File: src/rtl/stai_pkg.sv
// stai_pkg: constants, rom tables and types shared by the toe angle lookup
// depends on nothing; every other file imports it
package stai_pkg;

    localparam int TABLE_POINTS = 21;
    localparam int LANES        = 2;
    localparam int LANE_L       = 0;
    localparam int LANE_R       = 1;

    localparam int ANGLE_W   = 16;
    localparam int ANG_EXT_W = ANGLE_W + 1;
    localparam int TOE_W     = 16;
    localparam int ROM_W     = 17;
    localparam int IDX_W     = $clog2(TABLE_POINTS);
    localparam int CNT_W     = $clog2(TABLE_POINTS + 1);

    // breakpoint spacing is BP_ODD * 2^BP_SHIFT in q8.8 degrees
    localparam int BP_ODD   = 9;
    localparam int BP_SHIFT = 8;
    localparam int BP_STEP  = BP_ODD << BP_SHIFT;
    localparam int FRAC_W   = $clog2(BP_STEP);

    localparam int N_W   = 30;
    localparam int MAG_W = 29;
    localparam int LO_W  = 14;
    localparam int HI_W  = MAG_W - LO_W;
    localparam int K_W   = 32;
    localparam logic [K_W-1:0] RAD_K = 32'd2456332553;
    localparam int P_W   = MAG_W + K_W;
    localparam int R_W   = P_W - K_W - BP_SHIFT;
    localparam logic [P_W-1:0] RND = P_W'(BP_STEP) << (K_W - 1);

    // reciprocal of BP_ODD, exact for dividends of R_W bits
    localparam int RECIP_SHIFT = 24;
    localparam int RECIP_W     = 21;
    localparam int RECIP       = ((2 ** RECIP_SHIFT) + BP_ODD - 1) / BP_ODD;
    localparam int PROD_W      = R_W + RECIP_W;

    localparam int QDEPTH = 2;
    localparam int QPTR_W = 1;
    localparam int QCNT_W = 2;

    localparam logic signed [ANG_EXT_W-1:0] BP_Q88 [TABLE_POINTS] = '{
        -17'sd23040, -17'sd20736, -17'sd18432, -17'sd16128, -17'sd13824,
        -17'sd11520, -17'sd9216,  -17'sd6912,  -17'sd4608,  -17'sd2304,
        17'sd0,      17'sd2304,   17'sd4608,   17'sd6912,   17'sd9216,
        17'sd11520,  17'sd13824,  17'sd16128,  17'sd18432,  17'sd20736,
        17'sd23040
    };

    localparam logic signed [ROM_W-1:0] TOE_MDEG [TABLE_POINTS] = '{
        -17'sd32535, -17'sd29422, -17'sd26304, -17'sd23171, -17'sd20015,
        -17'sd16827, -17'sd13597, -17'sd10312, -17'sd6961,  -17'sd3530,
        17'sd0,      17'sd3648,   17'sd7441,   17'sd11413,  17'sd15608,
        17'sd20092,  17'sd24959,  17'sd30368,  17'sd36611,  17'sd44391,
        17'sd57063
    };

    typedef struct packed {
        logic [IDX_W-1:0]  idx;
        logic [FRAC_W-1:0] frac;
    } lane_t;

    typedef lane_t [LANES-1:0] item_t;

    typedef struct packed {
        logic full;
        logic empty;
    } q_stat_t;

    // toe step from entry idx to the next, zero past the last entry
    function automatic logic signed [ROM_W-1:0] toe_delta(input logic [IDX_W-1:0] idx);
        logic [IDX_W-1:0] nx;
        logic signed [ROM_W-1:0] d;
        nx = idx + IDX_W'(1);
        if (idx >= IDX_W'(TABLE_POINTS - 1))
        begin
            d = '0;
        end
        else
        begin
            d = TOE_MDEG[nx] - TOE_MDEG[idx];
        end
        return d;
    endfunction

endpackage

File: src/rtl/stai_in_if.sv
// stai_in_if: request channel carrying one steering angle
// depends on stai_pkg
interface stai_in_if;
    import stai_pkg::*;

    logic                      valid;
    logic                      ready;
    logic signed [ANGLE_W-1:0] steer_angle;

    modport source (output valid, output steer_angle, input ready);
    modport sink   (input valid, input steer_angle, output ready);
endinterface

File: src/rtl/stai_out_if.sv
// stai_out_if: result channel carrying left and right toe angles
// depends on stai_pkg
interface stai_out_if;
    import stai_pkg::*;

    logic                    valid;
    logic                    ready;
    logic signed [TOE_W-1:0] left_toe;
    logic signed [TOE_W-1:0] right_toe;

    modport source (output valid, output left_toe, output right_toe, input ready);
    modport sink   (input valid, input left_toe, input right_toe, output ready);
endinterface

File: src/rtl/stai_front.sv
// stai_front: accepts angles, finds the table interval and offset per lane
// depends on stai_pkg and stai_in_if
module stai_front (
    input  logic            clk,
    input  logic            rst_n,
    stai_in_if.sink         in_ch,
    output logic            f_vld,
    output stai_pkg::item_t f_item,
    input  logic            f_rdy
);
    import stai_pkg::*;

    logic  f_vld_reg;
    logic  f_vld_next;
    item_t f_item_reg;
    item_t f_item_next;
    logic  accept;
    logic signed [ANG_EXT_W-1:0] a_l;
    logic signed [ANG_EXT_W-1:0] a_r;

    function automatic lane_t classify(input logic signed [ANG_EXT_W-1:0] a);
        logic [TABLE_POINTS-1:0]     ge;
        logic [CNT_W-1:0]            cnt;
        logic [IDX_W-1:0]            lo;
        logic signed [ANG_EXT_W:0]   diff;
        lane_t                       res;
        for (int j = 0; j < TABLE_POINTS; j++)
        begin
            ge[j] = (a >= BP_Q88[j]);
        end
        cnt = CNT_W'($countones(ge));
        lo  = '0;
        diff = '0;
        priority if (cnt == '0)
        begin
            res.idx  = '0;
            res.frac = '0;
        end
        else if (cnt == CNT_W'(TABLE_POINTS))
        begin
            res.idx  = IDX_W'(TABLE_POINTS - 1);
            res.frac = '0;
        end
        else
        begin
            lo   = IDX_W'(cnt - CNT_W'(1));
            diff = (ANG_EXT_W + 1)'(a) - (ANG_EXT_W + 1)'(BP_Q88[lo]);
            res.idx  = lo;
            res.frac = diff[FRAC_W-1:0];
        end
        return res;
    endfunction

    assign in_ch.ready = !f_vld_reg || f_rdy;
    assign accept      = in_ch.valid && in_ch.ready;
    assign a_l         = ANG_EXT_W'(in_ch.steer_angle);
    assign a_r         = -a_l;

    always_comb
    begin
        f_item_next         = f_item_reg;
        f_vld_next          = f_vld_reg;
        if (accept)
        begin
            f_item_next[LANE_L] = classify(a_l);
            f_item_next[LANE_R] = classify(a_r);
            f_vld_next          = 1'b1;
        end
        else if (f_rdy)
        begin
            f_vld_next = 1'b0;
        end
    end

    always_ff @(posedge clk or negedge rst_n)
    begin
        if (!rst_n)
        begin
            f_vld_reg <= 1'b0;
        end
        else
        begin
            f_vld_reg <= f_vld_next;
        end
    end

    always_ff @(posedge clk)
    begin
        f_item_reg <= f_item_next;
    end

    assign f_vld  = f_vld_reg;
    assign f_item = f_item_reg;
endmodule

File: src/rtl/stai_fifo.sv
// stai_fifo: short queue between the classify front and the arithmetic back
// depends on stai_pkg
module stai_fifo (
    input  logic              clk,
    input  logic              rst_n,
    input  logic              push_vld,
    output logic              push_rdy,
    input  stai_pkg::item_t   push_item,
    output logic              pop_vld,
    input  logic              pop,
    output stai_pkg::item_t   pop_item,
    output stai_pkg::q_stat_t stat
);
    import stai_pkg::*;

    item_t             mem_reg [QDEPTH];
    logic [QPTR_W-1:0] wr_ptr_reg;
    logic [QPTR_W-1:0] wr_ptr_next;
    logic [QPTR_W-1:0] rd_ptr_reg;
    logic [QPTR_W-1:0] rd_ptr_next;
    logic [QCNT_W-1:0] cnt_reg;
    logic [QCNT_W-1:0] cnt_next;
    logic              do_push;
    logic              do_pop;

    assign stat.full  = (cnt_reg == QCNT_W'(QDEPTH));
    assign stat.empty = (cnt_reg == '0);
    assign push_rdy   = !stat.full;
    assign pop_vld    = !stat.empty;
    assign pop_item   = mem_reg[rd_ptr_reg];
    assign do_push    = push_vld && !stat.full;
    assign do_pop     = pop && !stat.empty;

    always_comb
    begin
        wr_ptr_next = wr_ptr_reg;
        rd_ptr_next = rd_ptr_reg;
        cnt_next    = cnt_reg;
        if (do_push)
        begin
            wr_ptr_next = (wr_ptr_reg == QPTR_W'(QDEPTH - 1)) ? '0 : wr_ptr_reg + QPTR_W'(1);
        end
        if (do_pop)
        begin
            rd_ptr_next = (rd_ptr_reg == QPTR_W'(QDEPTH - 1)) ? '0 : rd_ptr_reg + QPTR_W'(1);
        end
        if (do_push && !do_pop)
        begin
            cnt_next = cnt_reg + QCNT_W'(1);
        end
        else if (do_pop && !do_push)
        begin
            cnt_next = cnt_reg - QCNT_W'(1);
        end
    end

    always_ff @(posedge clk or negedge rst_n)
    begin
        if (!rst_n)
        begin
            wr_ptr_reg <= '0;
            rd_ptr_reg <= '0;
            cnt_reg    <= '0;
        end
        else
        begin
            wr_ptr_reg <= wr_ptr_next;
            rd_ptr_reg <= rd_ptr_next;
            cnt_reg    <= cnt_next;
        end
    end

    always_ff @(posedge clk)
    begin
        if (do_push)
        begin
            mem_reg[wr_ptr_reg] <= push_item;
        end
    end
endmodule

File: src/rtl/stai_back.sv
// stai_back: interpolation, radian scaling and rounding pipeline, two lanes
// depends on stai_pkg and stai_out_if
module stai_back (
    input  logic            clk,
    input  logic            rst_n,
    input  logic            q_vld,
    input  stai_pkg::item_t q_item,
    output logic            q_pop,
    stai_out_if.source      out_ch
);
    import stai_pkg::*;

    logic en;

    logic s1_vld_reg;
    logic s2_vld_reg;
    logic s3_vld_reg;
    logic out_vld_reg;

    logic [MAG_W-1:0]        mag_reg  [LANES];
    logic [MAG_W-1:0]        mag_next [LANES];
    logic                    flip1_reg  [LANES];
    logic                    flip1_next [LANES];
    logic [HI_W+K_W-1:0]     ph_reg  [LANES];
    logic [HI_W+K_W-1:0]     ph_next [LANES];
    logic [LO_W+K_W-1:0]     pl_reg  [LANES];
    logic [LO_W+K_W-1:0]     pl_next [LANES];
    logic                    flip2_reg [LANES];
    logic [R_W-1:0]          r_reg  [LANES];
    logic [R_W-1:0]          r_next [LANES];
    logic                    flip3_reg [LANES];
    logic signed [TOE_W-1:0] toe_reg  [LANES];
    logic signed [TOE_W-1:0] toe_next [LANES];

    assign en    = !out_vld_reg || out_ch.ready;
    assign q_pop = en && q_vld;

    // numerator lo_toe*step + frac*(hi_toe - lo_toe), split into sign and magnitude
    always_comb
    begin
        logic signed [N_W-1:0]   n;
        logic signed [ROM_W-1:0] lo_t;
        logic signed [ROM_W-1:0] dt;
        for (int k = 0; k < LANES; k++)
        begin
            lo_t = TOE_MDEG[q_item[k].idx];
            dt   = toe_delta(q_item[k].idx);
            n    = N_W'(lo_t) * N_W'(BP_STEP)
                 + N_W'($signed({1'b0, q_item[k].frac})) * N_W'(dt);
            mag_next[k]   = MAG_W'(n[N_W-1] ? -n : n);
            flip1_next[k] = (k == LANE_R) ? !n[N_W-1] : n[N_W-1];
        end
    end

    // magnitude times scale, as two partial products
    always_comb
    begin
        for (int k = 0; k < LANES; k++)
        begin
            ph_next[k] = (HI_W + K_W)'(mag_reg[k][MAG_W-1:LO_W]) * (HI_W + K_W)'(RAD_K);
            pl_next[k] = (LO_W + K_W)'(mag_reg[k][LO_W-1:0]) * (LO_W + K_W)'(RAD_K);
        end
    end

    // sum with half divisor, drop the power of two part of the divisor
    always_comb
    begin
        logic [P_W-1:0] p;
        for (int k = 0; k < LANES; k++)
        begin
            p = (P_W'(ph_reg[k]) << LO_W) + P_W'(pl_reg[k]) + RND;
            r_next[k] = p[P_W-1:K_W+BP_SHIFT];
        end
    end

    // divide by the odd part through its reciprocal, then apply the sign
    always_comb
    begin
        logic [PROD_W-1:0]       prod;
        logic signed [TOE_W-1:0] qs;
        for (int k = 0; k < LANES; k++)
        begin
            prod = PROD_W'(r_reg[k]) * PROD_W'(RECIP);
            qs   = $signed(prod[RECIP_SHIFT +: TOE_W]);
            toe_next[k] = flip3_reg[k] ? -qs : qs;
        end
    end

    always_ff @(posedge clk or negedge rst_n)
    begin
        if (!rst_n)
        begin
            s1_vld_reg  <= 1'b0;
            s2_vld_reg  <= 1'b0;
            s3_vld_reg  <= 1'b0;
            out_vld_reg <= 1'b0;
        end
        else if (en)
        begin
            s1_vld_reg  <= q_vld;
            s2_vld_reg  <= s1_vld_reg;
            s3_vld_reg  <= s2_vld_reg;
            out_vld_reg <= s3_vld_reg;
        end
    end

    always_ff @(posedge clk)
    begin
        if (en)
        begin
            for (int k = 0; k < LANES; k++)
            begin
                mag_reg[k]   <= mag_next[k];
                flip1_reg[k] <= flip1_next[k];
                ph_reg[k]    <= ph_next[k];
                pl_reg[k]    <= pl_next[k];
                flip2_reg[k] <= flip1_reg[k];
                r_reg[k]     <= r_next[k];
                flip3_reg[k] <= flip2_reg[k];
                toe_reg[k]   <= toe_next[k];
            end
        end
    end

    assign out_ch.valid     = out_vld_reg;
    assign out_ch.left_toe  = toe_reg[LANE_L];
    assign out_ch.right_toe = toe_reg[LANE_R];
endmodule

File: src/rtl/steering_toe_angle_interp.sv
// steering_toe_angle_interp: top level of the steering to toe angle lookup
// depends on stai_pkg, stai_in_if, stai_out_if, stai_front, stai_fifo, stai_back
//
// usage
//   in_ch carries one request per steering angle (signed q8.8 degrees) on
//   valid/ready; out_ch returns left_toe and right_toe (signed, 2^-15 rad)
//   on valid/ready, one result per request, in request order
//   the front stage finds the table interval for the angle and for its
//   negation, a two-entry queue decouples it from the back pipeline, which
//   does the interpolation, scaling to radians and rounding
//   path: front register, queue, then the magnitude, partial product, quotient
//   and toe registers of the back pipeline; throughput: one request per cycle
//   while out_ch.ready is high, set by the front stage and the fully pipelined
//   back stages; when out_ch.ready is low the back pipeline holds, the queue
//   fills and then in_ch.ready drops; nothing is lost or repeated
//   reset clears all valid flags and queue pointers; no table state exists
module steering_toe_angle_interp (
    input  logic       clk,
    input  logic       rst_n,
    stai_in_if.sink    in_ch,
    stai_out_if.source out_ch
);
    import stai_pkg::*;

    logic    f_vld;
    item_t   f_item;
    logic    f_rdy;
    logic    q_vld;
    item_t   q_item;
    logic    q_pop;
    q_stat_t q_stat;

    stai_front u_front (
        .clk    (clk),
        .rst_n  (rst_n),
        .in_ch  (in_ch),
        .f_vld  (f_vld),
        .f_item (f_item),
        .f_rdy  (f_rdy)
    );

    stai_fifo u_fifo (
        .clk       (clk),
        .rst_n     (rst_n),
        .push_vld  (f_vld),
        .push_rdy  (f_rdy),
        .push_item (f_item),
        .pop_vld   (q_vld),
        .pop       (q_pop),
        .pop_item  (q_item),
        .stat      (q_stat)
    );

    stai_back u_back (
        .clk    (clk),
        .rst_n  (rst_n),
        .q_vld  (q_vld),
        .q_item (q_item),
        .q_pop  (q_pop),
        .out_ch (out_ch)
    );

    a_q_full_empty : assert property (@(posedge clk) disable iff (!rst_n)
        !(q_stat.full && q_stat.empty))
        else $error("queue full and empty at once");

    a_no_pop_empty : assert property (@(posedge clk) disable iff (!rst_n)
        q_pop |-> !q_stat.empty)
        else $error("pop from empty queue");

    a_front_blocked : assert property (@(posedge clk) disable iff (!rst_n)
        (f_vld && q_stat.full) |-> !in_ch.ready)
        else $error("request taken while front stage is blocked");
endmodule

File: src/flat_wrapper.sv
// flat-port wrapper written by rule: the top's interface ports become plain ports
module steering_toe_angle_interp_flat import stai_pkg::*;
  (clk, rst_n, in_ch_valid, in_ch_steer_angle, in_ch_ready, out_ch_valid, out_ch_left_toe, out_ch_right_toe, out_ch_ready);
  stai_in_if in_ch_i ();
  stai_out_if out_ch_i ();
  input  logic clk;
  input  logic rst_n;
  input wire logic [$bits(in_ch_i.valid)-1:0] in_ch_valid;
  input wire logic [$bits(in_ch_i.steer_angle)-1:0] in_ch_steer_angle;
  output wire logic [$bits(in_ch_i.ready)-1:0] in_ch_ready;
  output wire logic [$bits(out_ch_i.valid)-1:0] out_ch_valid;
  output wire logic [$bits(out_ch_i.left_toe)-1:0] out_ch_left_toe;
  output wire logic [$bits(out_ch_i.right_toe)-1:0] out_ch_right_toe;
  input wire logic [$bits(out_ch_i.ready)-1:0] out_ch_ready;
  assign in_ch_i.valid = in_ch_valid;
  assign in_ch_i.steer_angle = in_ch_steer_angle;
  assign in_ch_ready = in_ch_i.ready;
  assign out_ch_valid = out_ch_i.valid;
  assign out_ch_left_toe = out_ch_i.left_toe;
  assign out_ch_right_toe = out_ch_i.right_toe;
  assign out_ch_i.ready = out_ch_ready;
  steering_toe_angle_interp u_core (.clk(clk), .rst_n(rst_n), .in_ch(in_ch_i), .out_ch(out_ch_i));
endmodule
File: config.mk
export PLATFORM = sky130hd
export DESIGN_NAME = steering_toe_angle_interp_flat
export DESIGN_NICKNAME = d
export VERILOG_FILES = /design/src/rtl/stai_pkg.sv /design/src/rtl/stai_in_if.sv /design/src/rtl/stai_out_if.sv /design/src/rtl/stai_front.sv /design/src/rtl/stai_fifo.sv /design/src/rtl/stai_back.sv /design/src/rtl/steering_toe_angle_interp.sv /design/src/flat_wrapper.sv
export SDC_FILE = /design/constraint.sdc
export NUM_CORES = 2
export LEC_CHECK = 0
export ABC_AREA = 1
export BUFFER_PORTS_ARGS = -buffer_cell sky130_fd_sc_hd__buf_4
export CAP_MARGIN = 10
export CORE_UTILIZATION = 65
export DETAILED_ROUTE_END_ITERATION = 16
export GPL_TIMING_DRIVEN = 1
export PLACE_DENSITY_LB_ADDON = 0.08
export SLEW_MARGIN = 40
export SYNTH_ARGS = -nofsm -noshare
export SYNTH_HDL_FRONTEND = slang
export SYNTH_SLANG_ARGS = --single-unit
File: constraint.sdc
create_clock -name clk -period 11.7 [get_ports clk]
set_clock_uncertainty 0.15 [all_clocks]
set_input_delay 1.17 -clock clk [delete_from_list [all_inputs] [get_ports clk]]
set_output_delay 1.17 -clock clk [all_outputs]
set_load 0.05 [all_outputs]
=== Yosys cells after proc, flatten, opt, wreduce, memory -nomap -nowiden ===
Memories as Yosys holds them, arrays and structs flattened.
Cells that the tools add are included.

* Memories kept: 15
* Bits in writable memories: 392
* Register bits after elaboration: 43
* ROM bits: 3264
* Bits in latches: 0
* Input port bits: 20

* $add $sub $neg: 63
* Shift-type cells: 0
* Multipliers: 10
* Eq/ne operators: 4
* Mux-type cells: 30
* $lt $le $gt $ge: 50
* Div/mod/pow operators: 0
* Bitwise operators: 6
* Reduce and logical (&&, ||, !) cells: 21

{| class="wikitable"
|+ Memory list
! name !! words !! width !! rd ports !! clocked after memory_dff !! wr ports !! line !! text
|-
| (no name shown) || 32 || 17 || 1 || 0 || 0 || stai_front.sv:47 || <nowiki>diff = (ANG_EXT_W + 1)'(a) - (ANG_EXT_W + 1)'(BP_Q88[lo]);</nowiki>
|-
| (no name shown) || 32 || 17 || 1 || 0 || 0 || stai_front.sv:47 ||
|-
| (no name shown) || 32 || 17 || 1 || 0 || 0 || stai_pkg.sv:82 || <nowiki>d = TOE_MDEG[nx] - TOE_MDEG[idx];</nowiki>
|-
| (no name shown) || 32 || 17 || 1 || 0 || 0 || stai_pkg.sv:82 ||
|-
| (no name shown) || 32 || 17 || 1 || 0 || 0 || stai_pkg.sv:82 ||
|-
| (no name shown) || 32 || 17 || 1 || 0 || 0 || stai_pkg.sv:82 ||
|-
| 9 more memories || n/a || n/a || n/a || n/a || n/a || n/a ||
|}

{| class="wikitable"
|+ Operators with widths
! operator !! count
|-
| 17-bit two-way mux || 12
|-
| 17-bit by 15-bit >= comparator with 1-bit output (second input constant) || 8
|-
| 16-bit by 15-bit >= comparator with 1-bit output (second input constant) || 8
|-
| 61-bit by 43-bit adder with 61-bit output (second input constant) || 2
|-
| 61-bit by 46-bit adder with 61-bit output || 2
|-
| 17-bit by 16-bit >= comparator with 1-bit output (second input constant) || 6
|-
| 16-bit >= comparator (second input constant) || 6
|-
| 15-bit by 32-bit multiplier with 47-bit output (second input constant) || 2
|-
| 14-bit by 32-bit multiplier with 46-bit output (second input constant) || 2
|-
| 21-bit by 18-bit multiplier with 37-bit output (second input constant) || 2
|-
| 17-bit by 14-bit >= comparator with 1-bit output (second input constant) || 4
|-
| 16-bit by 14-bit >= comparator with 1-bit output (second input constant) || 4
|-
| 30-bit adder || 2
|-
| 13-bit by 17-bit multiplier with 30-bit output || 2
|-
| 29-bit two-way mux || 2
|-
| 29-bit negation || 2
|-
| 12-bit two-way mux || 4
|-
| 17-bit by 5-bit multiplier with 22-bit output (second input constant) || 2
|-
| 1-bit by 1-bit adder with 2-bit output || 20
|-
| 6-bit >= comparator (second input constant) || 6
|-
| 5-bit NOT with 6-bit output || 6
|-
| 17-bit by 13-bit >= comparator with 1-bit output (second input constant) || 2
|-
| 17-bit subtractor || 2
|-
| 16-bit by 13-bit >= comparator with 1-bit output (second input constant) || 2
|-
| other kinds (29) || 74
|}

=== Logic depth before layout (Yosys ltp) ===
* Word-level depth: 14
* Gate-level depth with buffers: 65

=== By module ===
A second synthesis with hierarchy kept.

* Cells, all modules: 10157
* Area total of the unflattened synthesis: 82715.6 um^2

{| class="wikitable"
|+ By module, submodules not included
! module !! sequential area each (um^2) !! cells an instance !! area an instance (um^2) !! instances
|-
| stai_back || 8988.6 || 9407 || 75733.9 || 1
|-
| stai_front || 1046.0 || 539 || 4249.1 || 1
|-
| stai_fifo || 2142.1 || 211 || 2732.6 || 1
|}

=== Worst setup path before layout ===
No wires, ideal clock.

* Kind: input -> register
* From: input out_ch_ready
* To: register u_core.u_fifo.cnt_reg[1]
* Arrival time: 10.113 ns
* Slack: 1.307 ns
* Buffers on the path: 0
* Library setup time: 0.131 ns
* Cell stages on the path: 7
* Path through: inv_1 nand2_1 o21ai_0 ha_1 a21oi_1 o21ai_0 xor2_1

* Cells in the longest elaborated chain, start to end: 6
* Elaborated cells between the ends (all ways): 8
* Classes of those cells: 1 x mux; 7 x reduce/logical

{| class="wikitable"
|+ Ends and longest elaborated chain
! item !! line !! text
|-
| start: declaration || flat_wrapper.sv:14 || <nowiki>input wire logic [$bits(out_ch_i.ready)-1:0] out_ch_ready;</nowiki>
|-
| 1-bit logical OR * || stai_back.sv:35 || <nowiki>assign en = !out_vld_reg || out_ch.ready;</nowiki>
|-
| 1-bit logical AND * || stai_back.sv:36 || <nowiki>assign q_pop = en && q_vld;</nowiki>
|-
| 1-bit logical AND * || stai_fifo.sv:32 || <nowiki>assign do_pop = pop && !stat.empty;</nowiki>
|-
| 1-bit zero test || stai_fifo.sv:47 || <nowiki>if (do_push && !do_pop)</nowiki>
|-
| 1-bit logical AND || stai_fifo.sv:47 ||
|-
| 2-bit two-way mux or 2-bit nonzero test (tied branches) || n/a ||
|-
| end signal: assignment || stai_fifo.sv:69 || <nowiki>cnt_reg <= cnt_next;</nowiki>
|-
| end: declaration || stai_fifo.sv:21 || <nowiki>logic [QCNT_W-1:0] cnt_reg;</nowiki>
|}

Every way passes the cells marked *; elsewhere a longest branch is shown, timed or not.
A chain may end at the register's enable or synchronous reset.

==> out/qor.yml <==
worst_setup_path:
  startpoint_type: "flop"
  r2r_end: "u_core.u_back.mag_reg[0][53]"
  path_class: "flop to flop"
  crit_path_frequent_cell: "inv_1"
  r2r_cells: 49
  crit_slowest_cell: "fa_1"
  r2r_slack_ps: 720
  cpPeakStageDelay_ps: 740
  crit_fanout: 16
  rr_startpoint: "u_core.u_fifo.rd_ptr_reg"
  required_ps: 11920
  cp-end-kind: "flop"
  arrival_ps: 11190
final_layout:
  largest_reg_flops: 94
  layout.cells.non_filler: 10600
  fin_nets: 11400
  syn2layout_area_growth_pct: 5.30
  final_area_mm2: 0.0820
  drive_gt1_frac: 0.0390
  num_antenna_cells: 0
sta:
  fmax_mhz: 91.1
  timing.final.crit_share: 0.938
  fin_crit_ps: 10980
  slew_viol_final: 0
  final-hold-violation-count: 0
  rsz0062_at_grt: "true"
  max_slew_margin: 0.473
  setup_violations: 0
  worst_pin_slew_ps: 791
die:
  fp.dieH_um: 348
  die_width_um: 348
  core_region_area_mm2: 0.118
  start_util: 0.658
  rows: 126
  design.die.area_mm2: 0.121
  io_pins: 54
synth:
  ys_ff_latch: 407
  yosysMostFrequentCell: "inv_1"
  avgSynthCellArea_um2: 8.75
  synth-seq-area-share: 0.156
  yosys_warnings: 0
  synth.distinct_cells: 77
  synth.largest_area_cell: "fa_1"
  synth_edf_count: 398
  async_flop_share: 0.0221
  synthFlopType: "edfxtp_1"
  synthesis.nets: 11300
  syn_inst: 8901
  synth_top_area_share: 0.257
  synthesis.area_mm2: 0.0779
  ys_top_cells_by_count: "inv_1, ha_1, nand2_1, fa_1, nor2_1"
  synthTopCellsByArea: "fa_1, ha_1, edfxtp_1"
drt:
  postRouteAntennaNets: 0
  drc: 0
  first_pass_iters: 6
  drtIter0Drc: 4037
  wl_per_cell_um: 18.1
  totalWireLength_um: 192000
  num_vias: 59600
  vias_per_cell: 5.62
global_route:
  antenna_found_initial: 1
  grt_pass1_vias: 62000
  overflow: 0
  grt_usage: 0.324
  grt_pass1_wl_um: 315000
  grt_max_degree: 81
placement:
  place_hpwl_um: 164000
  dp.cells: 10500
  gp_congestion: 0.974
  io_buffers: 53
  place_area_mm2: 0.0803
clock_tree:
  cts_tree: "built"
  root_buffer: "clkbuf_16"
  cts_max_level: 2
  hold_buffers: 0
  cts_buffers: 47
  clk_pin_slew_ps: 60
  clock_path_buffers: 3
  clock_latency_ps: 640
  clock-sinks: 407
hold_path:
  hold_class: "primary input to async pin"
outcome:
  outcome: "completed"
flow_run:
  cap_violations: 0
what timing repair did:
action                                  4_1_cts  5_1_grt
hold endpoints to repair                      0        0
endpoints found under the setup margin        0       58
buffers inserted                              0        4
resized for setup                             0       32
kinds of logic after synthesis:
group           after synthesis  share of synthesized area
mux                           3                   0.000401
simple gates               2556                      0.139
flops                       407                      0.156
fa+ha+maj                  2382                      0.479
xor+xnor                    377                     0.0427
buf+inv                    2041                      0.100
compound gates             1135                     0.0824
cells in the final DEF, fill, tap and decap left out, types with 10 or more instances in the layout:
master and n:
o21ai_1 24, o211ai_1 25, fa_1 1000, xnor2_1 143, clkinv_1 16, nand4_1 103, o21ai_0 320, edfxtp_1 398
xor2_1 231, nor2_2 10, nand3_1 209, nor2_4 16, o221ai_1 16, nor3_1 82, inv_1 1928, a221oi_1 10
o21bai_1 20, nand2_4 10, a31oi_1 72, clkbuf_16 48, a21boi_0 12, nor2_1 807, nand2_1 1180, o31ai_1 14
nor4_1 17, ha_1 1379, nand2_2 34, buf_4 90, a21o_1 24, nand3_2 11, a211oi_1 13, nand3b_1 17
inv_2 19, o21a_1 41, or2_2 28, a21oi_1 497
worst max path at each step:
stage,slack (ps),end,depth (start not counted),from
global placement,530,u_core.u_back.mag_reg[0][52],57,u_core.u_fifo.rd_ptr_reg
finish,720,u_core.u_back.mag_reg[0][53],49,u_core.u_fifo.rd_ptr_reg
global route,-50,u_core.u_back.mag_reg[0][49],58,u_core.u_fifo.rd_ptr_reg
floorplan,1310,u_core.u_fifo.cnt_reg[1],7,out_ch_ready
detailed placement,220,u_core.u_back.mag_reg[0][56],58,u_core.u_fifo.rd_ptr_reg
CTS,210,u_core.u_back.mag_reg[0][56],58,u_core.u_fifo.rd_ptr_reg
cell type report:
type	instances	area [um^2]
Multi-Input combinational cell	6455	58100
Fill cell	9660	36400
Sequential cell	407	12200
Inverter	1965	7400
Tap cell	1600	2000
Clock buffer	51	1210
Timing Repair Buffer	95	746
Clock inverter	36	393
stage by stage:
step	utilization	hold slack [ps]	TNS, ps	setup slack, ps
2_1_floorplan	-	250	0	1310
3_3_place_gp	0.677	274	0	531
3_5_place_dp	0.678	281	0	218
4_1_cts	0.692	191	0	208
5_1_grt	0.693	210	-66.1	-46.5
6_report	0.693	221	0	720
critical path, delay by kind of cell (launching register included):
kind,cells,cell delay (ps)
AOI/OAI and AO/OA,10,1630
xor gates and xnor gates,1,150
adders and majority gates,11,4980
buffers and inverters,12,1380
DFF,1,500
and+or+nand+nor,15,1930
metal layers:
layer / share of wire / global-route usage / vias to the layer above
li1: - / - / 28800
met1: 0.43 / 0.422 / 28800
met2: 0.49 / 0.568 / 1721
met3: 0.057 / 0.0391 / 333
met4: 0.028 / 0.0875 / 0
met5: 0 / 0 / -
Power is not shown: default switching activity piles up to over one toggle a cycle in this logic, so the estimate is an artifact.
